===== config.mk =====
export PLATFORM = sky130hd
export DESIGN_NAME = ctapat_ctrl
export DESIGN_NICKNAME = d
export VERILOG_FILES = /design/src/rtl/core/ctapat_pkg.sv /design/src/rtl/core/ctapat_ctrl.sv
export SDC_FILE = /design/constraint.sdc
export NUM_CORES = 1
export LEC_CHECK = 0
export BUFFER_PORTS_ARGS = -buffer_cell sky130_fd_sc_hd__buf_2
export CORE_UTILIZATION = 45
export DETAILED_ROUTE_END_ITERATION = 16
export PLACE_DENSITY = 0.71
export SLEW_MARGIN = 15
export SYNTH_ARGS = -nofsm -noshare
export SYNTH_HDL_FRONTEND = slang
export SYNTH_SLANG_ARGS = --single-unit

===== constraint.sdc =====
create_clock -name i_clk -period 5.4 [get_ports i_clk]
set_input_delay 0.27 -clock i_clk [delete_from_list [all_inputs] [get_ports i_clk]]
set_output_delay 0.27 -clock i_clk [all_outputs]
set_load 0.005 [all_outputs]

===== src/rtl/core/ctapat_pkg.sv =====
// Shared widths, constants and command types for the A*P*A^T transform core.
`timescale 1ns / 1ps

package ctapat_pkg;

    localparam int DIM_DEF    = 5;
    localparam int PLANES_DEF = 8;

    localparam int VAL_W   = 32;
    localparam int SLICE_W = 3;
    localparam int IDX_W   = 3;
    localparam int ADDR_W  = 6;
    localparam int FRAC    = 16;

    localparam int XW      = 52;
    localparam int XLO_W   = 26;
    localparam int MUL_A_W = 33;
    localparam int PROD_W  = MUL_A_W + VAL_W;
    localparam int ACC_W   = 88;

    localparam logic [ACC_W-1:0] ROUND_BIAS = ACC_W'(1) << (FRAC - 1);
    localparam logic [VAL_W-1:0] SAT_MAX    = {1'b0, {(VAL_W - 1){1'b1}}};
    localparam logic [VAL_W-1:0] SAT_MIN    = {1'b1, {(VAL_W - 1){1'b0}}};

    typedef enum logic {
        PH_XPROD,
        PH_OUT
    } t_phase;

    typedef struct packed {
        logic              valid;
        t_phase            phase;
        logic              first;
        logic              last;
        logic              half;
        logic              fin;
        logic [ADDR_W-1:0] a_addr;
        logic [ADDR_W-1:0] b_addr;
        logic [ADDR_W-1:0] dst;
        logic [IDX_W-1:0]  row;
        logic [IDX_W-1:0]  col;
    } t_cmd;

    typedef struct packed {
        logic              wr_a;
        logic              wr_p;
        logic [ADDR_W-1:0] addr;
    } t_ld;

    typedef struct packed {
        logic busy;
        logic slot_free;
    } t_stat;

endpackage


===== src/rtl/core/ctapat_ctrl.sv =====
// Sequencer: load counting, loop counters and step commands for the datapath.
`timescale 1ns / 1ps

module ctapat_ctrl #(
    parameter int DIM = ctapat_pkg::DIM_DEF
) (
    input  logic               i_clk,
    input  logic               i_rst_n,
    input  logic               i_valid,
    output logic               o_stall,
    input  ctapat_pkg::t_stat  i_stat,
    output ctapat_pkg::t_ld    o_ld,
    output ctapat_pkg::t_cmd   o_cmd
);
    import ctapat_pkg::*;

    localparam int CELLS = DIM * DIM;
    localparam int AW    = (CELLS > 1) ? $clog2(CELLS) : 1;
    localparam int IW    = (DIM > 1) ? $clog2(DIM) : 1;
    localparam int LW    = $clog2(2 * CELLS);

    typedef enum logic [2:0] {
        ST_LOAD,
        ST_P1_RUN,
        ST_P1_DRAIN,
        ST_P2_SLOT,
        ST_P2_RUN,
        ST_P2_DRAIN
    } t_state;

    t_state          r_state;
    logic [LW-1:0]   r_cnt;
    logic [IW-1:0]   r_i;
    logic [IW-1:0]   r_j;
    logic [IW-1:0]   r_k;
    logic            r_h;

    logic            accept;
    logic            k_end;
    logic            j_end;
    logic            i_end;
    logic [AW-1:0]   ld_addr;

    function automatic logic [AW-1:0] f_cell(input logic [IW-1:0] r, input logic [IW-1:0] c);
        return AW'(r) * AW'(DIM) + AW'(c);
    endfunction

    assign accept = i_valid && (r_state == ST_LOAD);
    assign o_stall = (r_state != ST_LOAD);
    assign k_end = (r_k == IW'(DIM - 1));
    assign j_end = (r_j == IW'(DIM - 1));
    assign i_end = (r_i == IW'(DIM - 1));

    always_comb begin
        if (r_cnt < LW'(CELLS)) begin
            ld_addr = AW'(r_cnt);
        end else begin
            ld_addr = AW'(r_cnt - LW'(CELLS));
        end
        o_ld.wr_a = accept && (r_cnt < LW'(CELLS));
        o_ld.wr_p = accept && (r_cnt >= LW'(CELLS));
        o_ld.addr = ADDR_W'(ld_addr);
    end

    always_comb begin
        o_cmd.valid = (r_state == ST_P1_RUN) || (r_state == ST_P2_RUN);
        o_cmd.row   = IDX_W'(r_i);
        o_cmd.col   = IDX_W'(r_j);
        o_cmd.dst   = ADDR_W'(f_cell(r_i, r_j));
        o_cmd.fin   = i_end && j_end;
        if (r_state == ST_P2_RUN) begin
            o_cmd.phase  = PH_OUT;
            o_cmd.first  = (r_k == '0) && !r_h;
            o_cmd.last   = k_end && r_h;
            o_cmd.half   = r_h;
            o_cmd.a_addr = ADDR_W'(f_cell(r_j, r_k));
            o_cmd.b_addr = ADDR_W'(f_cell(r_i, r_k));
        end else begin
            o_cmd.phase  = PH_XPROD;
            o_cmd.first  = (r_k == '0);
            o_cmd.last   = k_end;
            o_cmd.half   = 1'b0;
            o_cmd.a_addr = ADDR_W'(f_cell(r_i, r_k));
            o_cmd.b_addr = ADDR_W'(f_cell(r_k, r_j));
        end
    end

    always_ff @(posedge i_clk) begin
        if (!i_rst_n) begin
            r_state <= ST_LOAD;
            r_cnt   <= '0;
            r_i     <= '0;
            r_j     <= '0;
            r_k     <= '0;
            r_h     <= 1'b0;
        end else begin
            unique case (r_state)
                ST_LOAD: begin
                    if (accept) begin
                        if (r_cnt == LW'(2 * CELLS - 1)) begin
                            r_cnt   <= '0;
                            r_state <= ST_P1_RUN;
                        end else begin
                            r_cnt <= r_cnt + 1'b1;
                        end
                    end
                end
                ST_P1_RUN: begin
                    if (k_end) begin
                        r_k <= '0;
                        if (j_end) begin
                            r_j <= '0;
                            if (i_end) begin
                                r_i     <= '0;
                                r_state <= ST_P1_DRAIN;
                            end else begin
                                r_i <= r_i + 1'b1;
                            end
                        end else begin
                            r_j <= r_j + 1'b1;
                        end
                    end else begin
                        r_k <= r_k + 1'b1;
                    end
                end
                ST_P1_DRAIN: begin
                    if (!i_stat.busy) begin
                        r_state <= ST_P2_SLOT;
                    end
                end
                ST_P2_SLOT: begin
                    if (i_stat.slot_free) begin
                        r_state <= ST_P2_RUN;
                    end
                end
                ST_P2_RUN: begin
                    r_h <= !r_h;
                    if (r_h) begin
                        if (k_end) begin
                            r_k     <= '0;
                            r_state <= ST_P2_DRAIN;
                        end else begin
                            r_k <= r_k + 1'b1;
                        end
                    end
                end
                ST_P2_DRAIN: begin
                    if (!i_stat.busy) begin
                        if (j_end) begin
                            r_j <= '0;
                            if (i_end) begin
                                r_i     <= '0;
                                r_state <= ST_LOAD;
                            end else begin
                                r_i     <= r_i + 1'b1;
                                r_state <= ST_P2_SLOT;
                            end
                        end else begin
                            r_j     <= r_j + 1'b1;
                            r_state <= ST_P2_SLOT;
                        end
                    end
                end
                default: begin
                    r_state <= ST_LOAD;
                end
            endcase
        end
    end

endmodule


==> metrics.md, run 1 <==
| Metric | Value |
|---|---|
| Yosys cell types | 46 |
| Final Skew | roughly 0.0017 ns |
| Crit end category | primary output |
| Initial antenna violation count | 0 |
| Total setup buffers inserted after CTS | 0 |
| Row count | 23 |
| Largest net degree at the start of global routing | 17 |
| Worst path required time | between 5 and 6 ns |
| Area growth from synthesis to layout | 11.88% |
| Period utilization | between 40% and 50% |
| Synth area leader | ha_1 |
| Clock buffer depth | 2 |
| Wire length per cell | ~13 µm |
| Hold Vio Cnt, Final | 0 |
| N_diodes | 0 |
| Detail Route Antenna Nets | 0 |
| H-tree Lvls | 1 |
| Fillers | around 420 |
| Vias | roughly 1800 |
| Final WL | ~4.3 mm |
| CTS tree | built |
| Finished Core Util | 54.02% |
| Clock transition at path regs | roughly 0.07 ns |
| Register area | 380.4 µm² |
| Vias per cell | 5.282 |
| Layout cells sized above 1 | 17.93% |
| TNS Setup | 0 ns |
| Num CTS Buffers | 3 |
| Total die area | roughly 0.0047 mm² |
| Hold_buf cts | 0 |
| Clock tree sinks | 19 |
| Pre-CTS setup slack | ~3.1 ns |
| Worst EP arrival | 2.36 ns |
| Fin crit period | approximately 2.6 ns |
| #FFs+latches synth | 19 |
| Post-synthesis async set-or-reset flop share | 0% |
| Sequential share of the synthesized area | 19.01% |
| Netlist Area Pre-Place | between 0.002 and 0.0025 mm² |
| Iter 0 DRT Violations | 73 |
| Gate Count Post-Synth | approximately 260 |
| Worst-path maximum fanout | 8 |
| Main synth FF type | dfxtp_1 |
| Slew HR | around three fifths |
| Share of the synthesized area in the top cell type | roughly a fifth |
| Die Wd | 68.68 µm |
| Tot Pwr | around 260 µW |
| YS warnings | 0 |
| Final slew viol count | 0 |
| Maxcap violations | 0 |
| Multi-input gate area | 0.001475 mm² |
| P_leak | ~1.1 nW |
| I/O pin total | 44 |
| Total gr overflow | 0 |
| Hold Crit Class | input port to register |
| First-pass GRT wire length | 7.044 mm |
| Unrepaired setup endpoints after global routing | false |
| First-pass DRT Iterations | 4 |
| Die Height | between 60 and 70 µm |
| Clock Latency Late Sink | 0.25 ns |
| Max Freq | between 0.3 and 0.4 GHz |
| Final worst setup slack | approximately 2.8 ns |
| Most frequent cells in the layout | 39 x buf_2, 34 x nand2_1, 31 x ha_1 |
| EDFF count, synth | 0 |
| Core Footprint | 0.004144 mm² |
| Top post-synthesis cells by area | ha_1 19%, dfxtp_1 19%, xnor2_1 7.0% |
| Status | complete, no violations |
| DRC | 0 |
| Total track usage | approximately 20% |
| Most common cell after layout, fill and taps aside | buf_2 |
| Post-cts sizing count | 0 |
| Placed cell area | between 0.002 and 0.0025 mm² |
| Cell Pwr Density | 116.8 mW/mm² |
| Final Cell Area | 0.002238 mm² |
| Slew @ Worst Pin | approximately 0.62 ns |
| VDD IR max | 0.0001324 V |
| Detail Placement HPWL | between 3 and 4 mm |
| Number of global-route vias before repair | roughly 1500 |
| Global placer's final weighted congestion | 0.8297 |
| Initial Util | just under 50% |
| NumNets Final | ~330 |
| Synthesized area per cell | ~7.8 µm² |
| Kind of start point of the critical path | register |
| Worst setup path category | register to primary output |
| Final setup fails | 0 |
| PortBufs | 39 |
| Clk root buf | clkbuf_8 |
[area by class of cell]
cell class / count / share of cell area [%]
Inverter: 21 / 3.522
Sequential cell: 19 / 16.99
Timing Repair Buffer: 39 / 8.720
Tap cell: 50 / 2.795
Clock inverter: 1 / 0.2236
Multi-Input combinational cell: 207 / 65.90
Clock buffer: 3 / 1.845
[logic make-up (layout without fill, tap and decap cells)]
group	after synthesis	after routing	share of synthesized area (%)
AND/OR/NAND/NOR	90	90	21.01
multiplexers	3	3	1.501
AO/OA/AOI/OAI	55	55	18.32
other	1	4	0.1874
buffers and inverters	34	64	7.817
XOR/XNOR	20	20	8.755
flip-flops	19	19	19.01
adder cells (fa/ha/maj)	35	35	23.39
[worst paths after layout]
kind                                         startpoint                 endpoint  slack (ns)  cells after the start
worst max-delay path                r_j[2]$_SDFFE_PN0P_                o_cmd[22]        2.77                      8
worst min-delay path                          i_stat[0]  r_state[2]$_SDFFE_PN0P_        0.31                      3
worst max register to register  r_state[2]$_SDFFE_PN0P_      r_k[2]$_SDFFE_PN0P_        3.25                      5
worst min register to register    r_cnt[5]$_SDFFE_PN0P_    r_cnt[5]$_SDFFE_PN0P_        0.53                      2
[flip-flops by register name (all words and copies together), names as in the netlist]
name / count
r_k: 3
r_cnt: 6
r_j: 3
r_i: 3
r_h: 1
r_state: 3
[Yosys cell counts, drive strengths merged (3+ instances only)]
master  count
ha         31
dfxtp      19
a21oi      18
and2        3
fa          4
nand2      34
inv        21
a21boi      5
buf        10
xnor2      16
nand2b      3
a21o        3
nand3       6
mux2i       3
clkbuf      3
nor3        3
nor2b       7
nor2       24
xor2        4
o21ai      16
[where the power goes]
part           switching (mW)  leakage [nW]  internal, mW  total (mW)
logic                  0.0117         0.936       0.00838      0.0201
clock network          0.0462        0.0255        0.0513      0.0975
registers             0.00239         0.153         0.142       0.144
[through the flow]
step | hold slack (ns) | std cells
after CTS | 0.3059 | 340
after detailed placement | 0.5161 | 336
after global placement | 0.5079 | 336
after floorplan | 0.4231 | 260
final | 0.3071 | 340
after global routing | 0.3175 | 340
[metal layers]
metal / vias up / track usage [%] / part of all wire (%)
met5: - / 0 / 0
li1: 932 / - / -
met4: 0 / 3.906 / 0.23
met1: 830 / 28.09 / 49
met2: 32 / 30.15 / 46
met3: 2 / 4.605 / 4.2
[critical path, stage by stage, from the launching register on]
cell and delay [ns]:
dfxtp_1 0.50, ha_1 0.30, ha_1 0.30, ha_1 0.30, a21o_1 0.18, a21oi_1 0.17, xnor2_1 0.13, o21ai_0 0.08
buf_2 0.15
Power figures use the tool's default switching activity.
==> inputs of run 2 (changes only) <==
--- a/config.mk
+++ b/config.mk
@@ -8,7 +8,7 @@
 export BUFFER_PORTS_ARGS = -buffer_cell sky130_fd_sc_hd__buf_2
 export CORE_UTILIZATION = 45
 export DETAILED_ROUTE_END_ITERATION = 16
-export PLACE_DENSITY = 0.71
+export PLACE_DENSITY = 0.74
 export SLEW_MARGIN = 15
 export SYNTH_ARGS = -nofsm -noshare
 export SYNTH_HDL_FRONTEND = slang
==> constraint.sdc (replaced) <==
create_clock -name i_clk -period 2.3 [get_ports i_clk]
set_input_delay 0.115 -clock i_clk [delete_from_list [all_inputs] [get_ports i_clk]]
set_output_delay 0.115 -clock i_clk [all_outputs]
set_load 0.005 [all_outputs]
==> run 2 against run 1 <==
Effect of this change: wire length down 0.72%; core utilization up 2.5 points; via count up 2.6%; final area up 4.7%; critical path depth unchanged; flip-flop and latch count unchanged; setup slack worse by 2.7 ns; largest power group unchanged.
==> metrics.md, run 2 (same netlist as run 1, synthesis figures left out) <==
| Metric | Value |
|---|---|
| Status | complete, no violations |
| Detail Placement HPWL | 3.399 mm (-0.40%) |
| Num CTS Buffers | 3 (unchanged) |
| Crit end category | primary output |
| First-pass DRT Iterations | 4 (unchanged) |
| Period utilization | a little over nine tenths |
| Unrepaired setup endpoints after global routing | false |
| R2r startpoint | r_k[0]$_SDFFE_PN0P_ |
| Total die area | 0.004716 mm² (unchanged) |
| Row count | 23 (unchanged) |
| Maxcap violations | 0 (unchanged) |
| Worst path required time | 2.18 ns (-2.95 ns) |
| Worst setup path category | register to primary output |
| Die Height | 68.68 µm (unchanged) |
| WHS | 0.1448 ns (-0.1623 ns) |
| Clock buffer depth | 2 (unchanged) |
| Reg2Reg Setup Slack | 0.39 ns (-2.86 ns) |
| Total setup buffers inserted after CTS | 0 (unchanged) |
| Min-delay src | i_stat[0] |
| Cell Pwr Density | 265.7 mW/mm² (+130%) |
| Fillers | 405 (-2.4%) |
| Placed insts | 344 (+2.4%) |
| CTS tree | built |
| First-pass GRT wire length | 6.810 mm (-3.3%) |
| Max reg flops | 6 (unchanged) |
| Number of global-route vias before repair | 1446 (-4.0%) |
| Placed cell area | 0.002252 mm² (+2.7%) |
| Clock transition at path regs | 0.08 ns (about the same) |
| Multi-input gate area | 0.001510 mm² (+2.4%) |
| Core Footprint | 0.004144 mm² (unchanged) |
| Worst r2r dst | r_i[0]$_SDFFE_PN0P_ |
| Total track usage | 19.28% (-0.48 points) |
| Layout Cells excl Fill | 348 (+2.4%) |
| Final setup fails | 0 (unchanged) |
| DRC | 0 (unchanged) |
| N_diodes | 0 (unchanged) |
| Total gr overflow | 0 (unchanged) |
| Most common cell after layout, fill and taps aside | buf_2 |
| Hold Path Cell Cnt | 3 (unchanged) |
| Clk root buf | clkbuf_8 |
| Clock tree sinks | 19 (unchanged) |
| PortBufs | 39 (unchanged) |
| H-tree Lvls | 1 (unchanged) |
| Worst-path maximum fanout | 4 (-4) |
| Final Cell Area | 0.002344 mm² (+4.7%) |
| Final Skew | 0.004942 ns (+0.003217 ns) |
| Pre-CTS setup slack | 0.1595 ns (-2.895 ns) |
| Reg2reg path depth | 8 (+3) |
| Die Wd | 68.68 µm (unchanged) |
| NumNets Final | 339 (+2.4%) |
| Register area | 390.4 µm² (+2.6%) |
| Vias per cell | 5.296 (+0.26%) |
| I/O pin total | 44 (unchanged) |
| TNS Setup | 0 ns (unchanged) |
| Hold Vio Cnt, Final | 0 (unchanged) |
| Largest net degree at the start of global routing | 17 (unchanged) |
| Hold EP | r_state[2]$_SDFFE_PN0P_ |
| Tot Pwr | 622.6 µW (+140%) |
| Global placer's final weighted congestion | 0.8334 (+0.45%) |
| P_leak | 1.167 nW (+4.7%) |
| Slew HR | 59.49% (+1.3 points) |
| Most frequent cells in the layout | 39 x buf_2, 34 x nand2_1, 29 x ha_1 |
| Finished Core Util | 56.55% (+2.5 points) |
| Hold_buf cts | 0 (unchanged) |
| Initial antenna violation count | 0 (unchanged) |
| Detail Route Antenna Nets | 0 (unchanged) |
| Vias | 1843 (+2.6%) |
| Iter 0 DRT Violations | 76 (+4.1%) |
| Final WL | 4.278 mm (-0.72%) |
| Slew @ Worst Pin | 0.6011 ns (-0.01982 ns) |
| Max Freq | roughly 0.45 GHz |
| Wire length per cell | 12.29 µm (-3.0%) |
| VDD IR max | 0.0004113 V (+210%) |
| Initial Util | 48.28% (unchanged) |
| Layout cells sized above 1 | 24.50% (+6.6 points) |
| Final worst setup slack | 0.07656 ns (-2.696 ns) |
| Clock Latency Late Sink | 0.26 ns (about the same) |
| Worst EP arrival | 2.11 ns (-0.25 ns) |
| Area growth from synthesis to layout | 17.14% |
| Hold Crit Class | input port to register |
| Reg with most FFs | r_cnt |
| Final slew viol count | 0 (unchanged) |
| Kind of start point of the critical path | register |
| Fin crit period | 2.223 ns |
run 2: cell types whose count changed in the layout (fill, tap and decap cells not counted), moves of 2 or more:
cell | previous run | this run
buf_4 | 0 | 8
fa_1 | 4 | 2
ha_1 | 31 | 29
dfxtp_1 | 19 | 13
dfxtp_2 | 0 | 5
fa_2 | 0 | 2
a21oi_2 | 0 | 2
a21oi_1 | 18 | 16
run 2: worst max-delay path by stage:
stage	start	to	slack (ns)	depth (start not counted)
2_1_floorplan	r_j[2]$_SDFFE_PN0P_	o_cmd[22]	0.32	7
3_3_place_gp	r_i[0]$_SDFFE_PN0P_	o_cmd[16]	0.16	9
3_5_place_dp	r_i[0]$_SDFFE_PN0P_	o_cmd[16]	0.16	9
4_1_cts	r_i[2]$_SDFFE_PN0P_	o_cmd[16]	0.0003	8
5_1_grt	r_k[0]$_SDFFE_PN0P_	o_cmd[16]	0.004	8
6_report	r_k[0]$_SDFFE_PN0P_	o_cmd[16]	0.08	8
run 2: worst max-delay path, cell delays in order, from the launching register on:
cell and delay [ns]:
dfxtp_2 0.34, ha_1 0.29, ha_1 0.29, ha_1 0.27
a21o_1 0.18, a21oi_2 0.13, xnor2_1 0.13, a21oi_1 0.08
buf_2 0.13
run 2: power by group:
part	switching, mW	internal (mW)	total [mW]	leakage, nW
clock network	0.117	0.121	0.238	0.0255
logic	0.0279	0.0199	0.0478	0.985
registers	0.00605	0.331	0.337	0.157
run 2: layout make-up:
| cell class | instances | area share (%) |
|---|---|---|
| timing repair buffer | 47 | 10.89 |
| tap | 50 | 2.670 |
| clock inverter | 1 | 0.2136 |
| multi-input combinational | 207 | 64.44 |
| clock buffer | 3 | 1.762 |
| sequential | 19 | 16.66 |
| inverter | 21 | 3.364 |
run 2: layer usage:
metal,vias to the layer above,wire length [µm],GRT usage (%)
li1,940,-,-
met1,869,2133,28.13
met2,32,1961,29.66
met3,2,160,3.947
met4,0,23,2.344
met5,-,0,0
run 2: what timing repair did:
| action | 4_1_cts | 5_1_grt |
|---|---|---|
| endpoints found under the setup margin | 2 | 6 |
| hold endpoints to repair | 0 | 0 |
| pin swaps | 1 | 3 |
| cloned | 0 | 0 |
| gates resized for setup | 2 | 13 |
